==> src/atrlc_pkg.sv <==
`default_nettype none
package atrlc_pkg;

  localparam int MAX_RESPONSE_BYTES = 4096;
  localparam int OFFSET_W = 12;
  localparam int OFFSET_CAP_INT = (MAX_RESPONSE_BYTES > 4096) ? 4095 : MAX_RESPONSE_BYTES - 1;
  localparam logic [OFFSET_W-1:0] OFFSET_CAP = OFFSET_W'(OFFSET_CAP_INT);
  localparam logic [OFFSET_W-1:0] LENGTH_MAX = '1;

  localparam logic [7:0] CHAR_CR    = 8'h0D;
  localparam logic [7:0] CHAR_LF    = 8'h0A;
  localparam logic [7:0] CHAR_SPACE = 8'h20;
  localparam logic [7:0] CHAR_TAB   = 8'h09;
  localparam logic [7:0] CHAR_ZERO  = 8'h30;
  localparam logic [7:0] CHAR_NINE  = 8'h39;

  localparam int PAT_COUNT  = 7;
  localparam int PAT_MAXLEN = 11;
  localparam logic [3:0] CODE_START = 4'd11;
  localparam logic [3:0] POS_MAX    = 4'd15;

  // pattern slots
  localparam int PAT_OK        = 0;
  localparam int PAT_ERROR     = 1;
  localparam int PAT_CME       = 2;
  localparam int PAT_CMS       = 3;
  localparam int PAT_PROMPT    = 4;
  localparam int PAT_ECHO_UPPER = 5;
  localparam int PAT_ECHO_LOWER = 6;

  localparam logic [7:0] PAT_TEXT [PAT_COUNT][PAT_MAXLEN] = '{
    '{"O", "K", 8'h00, 8'h00, 8'h00, 8'h00, 8'h00, 8'h00, 8'h00, 8'h00, 8'h00},
    '{"E", "R", "R", "O", "R", 8'h00, 8'h00, 8'h00, 8'h00, 8'h00, 8'h00},
    '{"+", "C", "M", "E", " ", "E", "R", "R", "O", "R", ":"},
    '{"+", "C", "M", "S", " ", "E", "R", "R", "O", "R", ":"},
    '{">", 8'h00, 8'h00, 8'h00, 8'h00, 8'h00, 8'h00, 8'h00, 8'h00, 8'h00, 8'h00},
    '{"A", "T", 8'h00, 8'h00, 8'h00, 8'h00, 8'h00, 8'h00, 8'h00, 8'h00, 8'h00},
    '{"a", "t", 8'h00, 8'h00, 8'h00, 8'h00, 8'h00, 8'h00, 8'h00, 8'h00, 8'h00}
  };
  localparam logic [3:0] PAT_LEN [PAT_COUNT] = '{4'd2, 4'd5, 4'd11, 4'd11, 4'd1, 4'd2, 4'd2};
  localparam logic PAT_EXACT [PAT_COUNT] = '{1'b1, 1'b1, 1'b0, 1'b0, 1'b1, 1'b0, 1'b0};

  typedef enum logic [2:0] {
    KIND_INFO        = 3'd0,
    KIND_OK          = 3'd1,
    KIND_ERROR       = 3'd2,
    KIND_CME_ERROR   = 3'd3,
    KIND_CMS_ERROR   = 3'd4,
    KIND_PROMPT      = 3'd5,
    KIND_END_NO_STAT = 3'd6
  } line_kind_e;

  typedef enum logic [1:0] {
    CODE_SKIP   = 2'd0,
    CODE_DIGITS = 2'd1,
    CODE_DONE   = 2'd2
  } code_phase_e;

  function automatic logic [7:0] pat_char(input int idx, input logic [3:0] pos);
    logic [7:0] ch;
    ch = 8'h00;
    if (pos < 4'(PAT_MAXLEN)) begin
      ch = PAT_TEXT[idx][pos];
    end
    return ch;
  endfunction

endpackage
`default_nettype wire

==> src/at_response_line_classifier_unit.sv <==
`default_nettype none
// Splits a modem AT response, one byte per item, into CR LF terminated lines, trims blanks at
// both ends and reports each kept line as offset and length with its kind (info, OK, ERROR,
// +CME ERROR, +CMS ERROR with parsed code, prompt, or end of response without status). Empty
// lines and a leading command echo give nothing; after a status line bytes are dropped until
// the next byte flagged as first of a response. One byte is taken every cycle: the whole
// per-byte update is one pass of logic between the input register and the result register,
// so a result is registered in the result register when its byte leaves the input register,
// and the input stalls only while the result register is full and not taken.
module at_response_line_classifier_unit (
  input  wire logic        clk_i,
  input  wire logic        rst_ni,
  input  wire logic        s_axis_tvalid_i,
  output      logic        s_axis_tready_o,
  input  wire logic [7:0]  s_axis_tdata_i,   // [7:0] data_byte
  input  wire logic        s_axis_tuser_i,   // [0] first_of_response
  input  wire logic        s_axis_tlast_i,   // last_of_response
  output      logic        m_axis_tvalid_o,
  input  wire logic        m_axis_tready_i,
  output      logic [39:0] m_axis_tdata_o,   // [15:0] error_code, [27:16] line_start,
                                             // [39:28] line_length
  output      logic [3:0]  m_axis_tuser_o,   // [2:0] line_kind, [3] response_ok
  output      logic        m_axis_tlast_o    // response_done
);

  localparam int OW = atrlc_pkg::OFFSET_W;
  localparam int PC = atrlc_pkg::PAT_COUNT;

  // input register
  logic       in_valid_q;
  logic [7:0] in_byte_q;
  logic       in_first_q;
  logic       in_last_q;

  // parser state
  logic                    finished_q, finished_d;
  logic                    awaiting_q, awaiting_d;
  logic [OW-1:0]           offset_q, offset_d;
  logic [OW-1:0]           kept_start_q, kept_start_d;
  logic [OW-1:0]           kept_end_q, kept_end_d;
  logic                    has_content_q, has_content_d;
  logic [3:0]              pat_pos_q, pat_pos_d;
  logic [PC-1:0]           pat_cand_q, pat_cand_d;
  logic                    prev_cr_q, prev_cr_d;
  logic [15:0]             code_acc_q, code_acc_d;
  atrlc_pkg::code_phase_e  code_phase_q, code_phase_d;

  // result register
  logic                    out_valid_q;
  atrlc_pkg::line_kind_e   out_kind_q, out_kind_d;
  logic [15:0]             out_code_q, out_code_d;
  logic [OW-1:0]           out_start_q, out_start_d;
  logic [OW-1:0]           out_length_q, out_length_d;
  logic                    out_ok_q, out_ok_d;
  logic                    out_done_q, out_done_d;

  logic          advance;
  logic          emit;
  logic          blank;
  logic          digit;
  logic          lf_end;
  logic          close_line;
  logic          feed;
  logic [PC-1:0] hit;
  logic          echo;
  logic [OW:0]   length_full;
  logic [19:0]   code_next;
  logic [15:0]   code_sat;

  assign advance         = !out_valid_q || m_axis_tready_i;
  assign s_axis_tready_o = !in_valid_q || advance;

  assign blank = (in_byte_q == atrlc_pkg::CHAR_SPACE) ||
                 ((in_byte_q >= atrlc_pkg::CHAR_TAB) && (in_byte_q <= atrlc_pkg::CHAR_CR));
  assign digit = (in_byte_q >= atrlc_pkg::CHAR_ZERO) && (in_byte_q <= atrlc_pkg::CHAR_NINE);
  assign code_next = {1'b0, code_acc_q, 3'b000} + {3'b000, code_acc_q, 1'b0} +
                     {16'd0, in_byte_q[3:0]};
  assign code_sat  = (code_next > 20'hFFFF) ? 16'hFFFF : code_next[15:0];

  always_comb begin
    finished_d    = finished_q;
    awaiting_d    = awaiting_q;
    offset_d      = offset_q;
    kept_start_d  = kept_start_q;
    kept_end_d    = kept_end_q;
    has_content_d = has_content_q;
    pat_pos_d     = pat_pos_q;
    pat_cand_d    = pat_cand_q;
    prev_cr_d     = prev_cr_q;
    code_acc_d    = code_acc_q;
    code_phase_d  = code_phase_q;
    lf_end        = 1'b0;
    feed          = 1'b0;
    close_line    = 1'b0;
    emit          = 1'b0;
    echo          = 1'b0;
    hit           = '0;
    length_full   = '0;
    out_kind_d    = atrlc_pkg::KIND_END_NO_STAT;
    out_code_d    = '0;
    out_start_d   = '0;
    out_length_d  = '0;
    out_ok_d      = 1'b0;
    out_done_d    = 1'b0;

    // restart on a first byte
    if (in_first_q) begin
      offset_d      = '0;
      finished_d    = 1'b0;
      awaiting_d    = 1'b1;
      prev_cr_d     = 1'b0;
      kept_start_d  = '0;
      kept_end_d    = '0;
      has_content_d = 1'b0;
      pat_pos_d     = '0;
      pat_cand_d    = '1;
      code_acc_d    = '0;
      code_phase_d  = atrlc_pkg::CODE_SKIP;
    end

    if (!finished_d) begin
      if (prev_cr_d && (in_byte_q == atrlc_pkg::CHAR_LF)) begin
        lf_end    = 1'b1;
        prev_cr_d = 1'b0;
      end else begin
        feed      = has_content_d || !blank;
        prev_cr_d = (in_byte_q == atrlc_pkg::CHAR_CR);
      end

      if (feed) begin
        if (!has_content_d) begin
          has_content_d = 1'b1;
          kept_start_d  = offset_d;
        end
        if (!blank) begin
          kept_end_d = offset_d;
        end
        for (int i = 0; i < PC; i++) begin
          if (pat_pos_d < atrlc_pkg::PAT_LEN[i]) begin
            if (in_byte_q != atrlc_pkg::pat_char(i, pat_pos_d)) begin
              pat_cand_d[i] = 1'b0;
            end
          end else if (atrlc_pkg::PAT_EXACT[i] && !blank) begin
            pat_cand_d[i] = 1'b0;
          end
        end
        // decimal code after the colon of +CME / +CMS
        if (pat_pos_d >= atrlc_pkg::CODE_START) begin
          unique case (code_phase_d)
            atrlc_pkg::CODE_SKIP: begin
              if (digit) begin
                code_acc_d   = {12'd0, in_byte_q[3:0]};
                code_phase_d = atrlc_pkg::CODE_DIGITS;
              end else if (!blank) begin
                code_phase_d = atrlc_pkg::CODE_DONE;
              end
            end
            atrlc_pkg::CODE_DIGITS: begin
              if (digit) begin
                code_acc_d = code_sat;
              end else begin
                code_phase_d = atrlc_pkg::CODE_DONE;
              end
            end
            default: begin
              code_phase_d = code_phase_d;
            end
          endcase
        end
        if (pat_pos_d < atrlc_pkg::POS_MAX) begin
          pat_pos_d = pat_pos_d + 4'd1;
        end
      end

      if (offset_d < atrlc_pkg::OFFSET_CAP) begin
        offset_d = offset_d + OW'(1);
      end

      close_line = lf_end || in_last_q;
    end

    if (close_line) begin
      for (int i = 0; i < PC; i++) begin
        hit[i] = pat_cand_d[i] && (pat_pos_d >= atrlc_pkg::PAT_LEN[i]);
      end
      length_full = {1'b0, kept_end_d} - {1'b0, kept_start_d} + {{OW{1'b0}}, 1'b1};
      out_start_d  = kept_start_d;
      out_length_d = length_full[OW] ? atrlc_pkg::LENGTH_MAX : length_full[OW-1:0];

      if (has_content_d) begin
        echo = awaiting_d && (hit[atrlc_pkg::PAT_ECHO_UPPER] || hit[atrlc_pkg::PAT_ECHO_LOWER]);
        awaiting_d = 1'b0;
      end

      if (has_content_d && !echo) begin
        emit = 1'b1;
        priority if (hit[atrlc_pkg::PAT_OK]) begin
          out_kind_d = atrlc_pkg::KIND_OK;
        end else if (hit[atrlc_pkg::PAT_ERROR]) begin
          out_kind_d = atrlc_pkg::KIND_ERROR;
        end else if (hit[atrlc_pkg::PAT_CME]) begin
          out_kind_d = atrlc_pkg::KIND_CME_ERROR;
          out_code_d = code_acc_d;
        end else if (hit[atrlc_pkg::PAT_CMS]) begin
          out_kind_d = atrlc_pkg::KIND_CMS_ERROR;
          out_code_d = code_acc_d;
        end else if (hit[atrlc_pkg::PAT_PROMPT]) begin
          out_kind_d = atrlc_pkg::KIND_PROMPT;
        end else begin
          out_kind_d = atrlc_pkg::KIND_INFO;
        end
        out_ok_d   = (out_kind_d == atrlc_pkg::KIND_OK) ||
                     (out_kind_d == atrlc_pkg::KIND_PROMPT);
        out_done_d = (out_kind_d != atrlc_pkg::KIND_INFO) || in_last_q;
        finished_d = out_done_d;
      end else if (in_last_q) begin
        // empty line or echo at the end of the response
        emit         = 1'b1;
        out_kind_d   = atrlc_pkg::KIND_END_NO_STAT;
        out_start_d  = '0;
        out_length_d = '0;
        out_done_d   = 1'b1;
        finished_d   = 1'b1;
      end

      kept_start_d  = '0;
      kept_end_d    = '0;
      has_content_d = 1'b0;
      pat_pos_d     = '0;
      pat_cand_d    = '1;
      code_acc_d    = '0;
      code_phase_d  = atrlc_pkg::CODE_SKIP;
      prev_cr_d     = 1'b0;
    end
  end

  always_ff @(posedge clk_i or negedge rst_ni) begin
    if (!rst_ni) begin
      in_valid_q    <= 1'b0;
      out_valid_q   <= 1'b0;
      finished_q    <= 1'b1;
      awaiting_q    <= 1'b1;
      offset_q      <= '0;
      kept_start_q  <= '0;
      kept_end_q    <= '0;
      has_content_q <= 1'b0;
      pat_pos_q     <= '0;
      pat_cand_q    <= '1;
      prev_cr_q     <= 1'b0;
      code_acc_q    <= '0;
      code_phase_q  <= atrlc_pkg::CODE_SKIP;
    end else begin
      if (s_axis_tready_o) begin
        in_valid_q <= s_axis_tvalid_i;
      end
      if (advance) begin
        out_valid_q <= in_valid_q && emit;
      end
      if (in_valid_q && advance) begin
        finished_q    <= finished_d;
        awaiting_q    <= awaiting_d;
        offset_q      <= offset_d;
        kept_start_q  <= kept_start_d;
        kept_end_q    <= kept_end_d;
        has_content_q <= has_content_d;
        pat_pos_q     <= pat_pos_d;
        pat_cand_q    <= pat_cand_d;
        prev_cr_q     <= prev_cr_d;
        code_acc_q    <= code_acc_d;
        code_phase_q  <= code_phase_d;
      end
    end
  end

  always_ff @(posedge clk_i) begin
    if (s_axis_tready_o && s_axis_tvalid_i) begin
      in_byte_q  <= s_axis_tdata_i;
      in_first_q <= s_axis_tuser_i;
      in_last_q  <= s_axis_tlast_i;
    end
    if (in_valid_q && advance && emit) begin
      out_kind_q   <= out_kind_d;
      out_code_q   <= out_code_d;
      out_start_q  <= out_start_d;
      out_length_q <= out_length_d;
      out_ok_q     <= out_ok_d;
      out_done_q   <= out_done_d;
    end
  end

  assign m_axis_tvalid_o = out_valid_q;
  assign m_axis_tdata_o  = {out_length_q, out_start_q, out_code_q};
  assign m_axis_tuser_o  = {out_ok_q, out_kind_q};
  assign m_axis_tlast_o  = out_done_q;

endmodule
`default_nettype wire
==> config.mk <==
export PLATFORM = sky130hd
export DESIGN_NAME = at_response_line_classifier_unit
export DESIGN_NICKNAME = d
export VERILOG_FILES = /design/src/atrlc_pkg.sv /design/src/at_response_line_classifier_unit.sv
export SDC_FILE = /design/constraint.sdc
export NUM_CORES = 1
export LEC_CHECK = 0
export ABC_CLOCK_PERIOD_IN_PS = 4950
export BUFFER_PORTS_ARGS = -buffer_cell sky130_fd_sc_hd__buf_4
export CORE_UTILIZATION = 50
export DETAILED_ROUTE_END_ITERATION = 16
export HOLD_SLACK_MARGIN = 0.1
export PLACE_DENSITY = 0.76
export SLEW_MARGIN = 5
export SYNTH_ARGS = -nofsm -noshare
export SYNTH_HDL_FRONTEND = slang
export SYNTH_SLANG_ARGS = --single-unit
==> constraint.sdc <==
create_clock -name clk_i -period 4.95 [get_ports clk_i]
set_input_delay 0.99 -clock clk_i [delete_from_list [all_inputs] [get_ports clk_i]]
set_output_delay 0.99 -clock clk_i [all_outputs]
set_load 0.02 [all_outputs]
==> flow_summary.yaml <==
cts:
  ctsRootBufferMaster: "clkbuf_16"
  htree_levels: 4
  hold_buffers: 0
  cts_buffers: 17
  clock_latency_ns: 0.43
  cts_tree: "built"
  clock_path_buffers: 2
  clkSlewWorstSetupHoldPaths_ns: 0.06
  cts.sinks: 126
  post_cts_resized: 0
  post_cts_buffers: 0
hold_path:
  holdPathEnd: "kept_start_q[3]"
  hp-class: "flop to flop"
  hold_depth: 2
  min_from: "kept_start_q[3]"
setup_path:
  crit_type: "flop to flop"
  worstSetupStartpointType: "flop"
  critPathArrivalTime_ns: 4.88
  worst_path_largest_cell_delay_ns: 0.57
  reg2reg_to: "out_length_q[9]"
  timing.critical_path.fanout_max: 12
  cp.buffers_inverters: 2
  r2r_slack_ns: 0.36
  required_ns: 5.24
  crit_slowest_cell: "or4b_4"
  path_cells: "or4b_4 -> a21oi_1 -> o21a_1 -> buf_4 -> nor2_1 -> mux2i_1 -> or2_2 -> ha_1 -> inv_1 -> ha_1 -> a21o_1 -> a21oi_1 -> o21ai_0 -> o211a_1 -> a31oi_1 -> a21oi_1 -> xnor2_2 -> o21a_1"
  end_kind: "flop"
  crit-reg2reg-launch: "in_byte_q[0]"
  r2r_cells: 18
  crit_path_frequent_cell: "a21oi_1"
  cpLargestDelayFamily: "compound AO/OA/AOI/OAI gates"
synthesis:
  yosys.area.top_type_share_pct: 18.5
  synth-edff-count: 55
  syn_nets: 1051
  syn_area_mm2: 0.00894
  ys.flop_type: "dfrtp_1"
  syn_avg_cell_area_um2: 9.20
  synth_cells: 971
  synth_top_cell_by_area: "edfxtp_1"
  async_reset_ff_share_pct: 56.3
  synth-seq-area-share_pct: 38.5
  ys_ff_latch: 126
  ys_warn_count: 0
  synth_area_leaders: "edfxtp_1 (18%), dfrtp_1 (17%), ha_1 (8.8%)"
  synth.distinct_cells: 82
routing:
  wl_per_cell_um: 19.5
  drtPass1Iterations: 8
  vias: 7864
  drtAntennaViolNets: 0
  drc: 0
  wirelength_um: 24600
  drtIter0Drc: 740
  via_per_inst: 6.25
layout:
  final_cell_area_mm2: 0.0102
  antennaDiodeCount: 0
  final_cells: 1259
  area_growth_pct: 14.6
  nets: 1101
  drive_above_1_share_pct: 17.1
timing:
  maxSlewHeadroom_pct: 31.6
  finalSetupViolations: 0
  min_period_ns: 4.59
  period_share_pct: 92.7
  timing.fmax_ghz: 0.218
  tightest_slew_ns: 1.03
  fin_skew_ns: 0.00814
  tns_ns: 0
  slew_violations: 0
  rsz0062_at_grt: "false"
  hold_viol_final: 0
floorplan:
  die_h_um: 136
  dieWidth_um: 136
  core_area_mm2: 0.0174
  boundaryPins: 61
  row_count: 48
  start_util_pct: 51.5
  die-area_mm2: 0.0184
placement:
  post_dp_cell_area_mm2: 0.00966
  dpl.cell_count: 1227
  place.port_buffers: 60
  gp_congestion: 0.907
  dp_hpwl_um: 17500
power_and_ir_drop:
  switchingPower_mw: 1.20
  clockPowerShare_pct: 34.1
  p_int_mw: 2.40
  swShare_pct: 33.4
  peakVddDrop_mv: 0.258
  p_comb_share_pct: 28.6
  power_leakage_nw: 4.39
  power_density_mw_per_mm2: 352
  p_seq_share_pct: 37.2
global_routing:
  grt_overflow: 0
  grt_pass1_wl_um: 39500
  use_met2_pct: 44.8
  grt_most_used_layer: "met2"
  use_met1_pct: 37.2
  grt_max_degree: 72
  grt_pass1_vias: 7524
  track_usage_pct: 27.9
  antenna_found_initial: 0
  gr-usage-met3_pct: 5.27
flow_run:
  drv_cap: 0
outcome:
  status: "finished clean"
[cells by family (layout without fill, tap and decap cells)]
| kind of cell | after synthesis | in the layout | synth area share, % |
|---|---|---|---|
| simple gates | 335 | 335 | 18.2 |
| buf+inv | 79 | 142 | 3.61 |
| mux | 29 | 29 | 3.43 |
| xor+xnor | 43 | 43 | 4.21 |
| fa+ha+maj | 66 | 66 | 9.49 |
| flops | 126 | 126 | 38.5 |
| compound gates | 293 | 293 | 22.5 |
[metal layers]
layer  wire (um)  share of wire (%)
met5           0                  0
met4         556                2.3
met3        1520                6.2
met1       10800                 44
met2       11700                 47
[layout by cell type (no fill, tap or decap), drive strengths merged, types with 11 or more instances in the layout]
cell / synthesis / routed
nand2: 102 / 102
nor3: 28 / 28
edfxtp: 55 / 55
buf: 17 / 91
nor2: 102 / 102
nor2b: 11 / 11
o21a: 18 / 18
dfrtp: 62 / 62
mux2i: 16 / 16
ha: 63 / 63
a22o: 14 / 14
a21oi: 70 / 70
xnor2: 25 / 25
nand3: 12 / 12
a21o: 19 / 19
inv: 19 / 20
nand2b: 12 / 12
xor2: 18 / 18
nand4: 11 / 11
mux2: 13 / 13
o21ai: 70 / 70
clkbuf: 43 / 18
[registers in the layout, indices dropped and copies added (netlist names)]
signal	count
out_code_q	16
kept_start_q	12
out_kind_q	3
in_valid_q	1
code_phase_q	2
finished_q	1
m_axis_tlast_o	1
out_length_q	12
awaiting_q	1
in_first_q	1
has_content_q	1
pat_pos_q	4
in_last_q	1
m_axis_tvalid_o	1
prev_cr_q	1
out_ok_q	1
code_acc_q	16
kept_end_q	12
offset_q	12
pat_cand_q	7
out_start_q	12
in_byte_q	8
[power groups by stage]
stage | Combinational [mW] | Clock, mW | Sequential (mW)
floorplan | 0.708 | 0 | 1.35
global placement | 0.998 | 0 | 1.35
detailed placement | 1.01 | 0 | 1.36
CTS | 1.02 | 1.24 | 1.34
global route | 1.13 | 1.29 | 1.36
finish | 1.03 | 1.23 | 1.34
[worst max path at each step]
| stage | start | endpoint | slack, ns | cells after the start |
|---|---|---|---|---|
| after floorplan | in_first_q | m_axis_tlast_o | 0.33 | 13 |
| after global placement | in_byte_q[0] | out_length_q[3] | 0.21 | 18 |
| after detailed placement | in_byte_q[0] | out_length_q[9] | 0.17 | 18 |
| after CTS | in_byte_q[0] | out_length_q[9] | 0.15 | 18 |
| after global routing | in_byte_q[0] | out_length_q[10] | 0.05 | 18 |
| final | in_byte_q[0] | out_length_q[9] | 0.36 | 18 |
[per-stage QoR]
step	total power [mW]	hold slack, ns	utilization (%)	setup WS, ns
floorplan	2.06	0.443	-	0.330
global placement	2.35	0.459	55.6	0.210
detailed placement	2.37	0.471	55.6	0.165
CTS	3.60	0.485	58.9	0.145
global route	3.78	0.497	59.0	0.0481
finish	3.61	0.481	59.0	0.363
[Yosys cell counts, types with 10 or more instances]
library cell	n
a21oi_1	59
xnor2_1	25
a22o_1	14
nor2b_1	11
inv_1	19
mux2_2	13
o21ai_0	66
o21a_1	17
xor2_1	18
and3_1	10
dfrtp_1	62
nor2_1	100
nand4_1	11
a21oi_2	11
nand2_1	102
nand3_1	12
nand2b_1	12
a21o_1	19
edfxtp_1	55
mux2i_1	16
clkbuf_1	43
ha_1	63
nor3_1	27
[tightest hold or removal path, delay by kind of cell (launching register included)]
family,cells,cell delay [ns]
compound gates,1,0.06
flops,1,0.34
simple gates,1,0.05
[cell type report]
class	count	area (um2)
Fill cell	1478	7120
Multi-Input combinational cell	766	5190
Sequential cell	126	3440
Timing Repair Buffer	91	683
Clock buffer	18	429
Tap cell	225	282
Clock inverter	14	144
Inverter	19	71.3
Note: power is estimated with default switching activity, not from simulation.
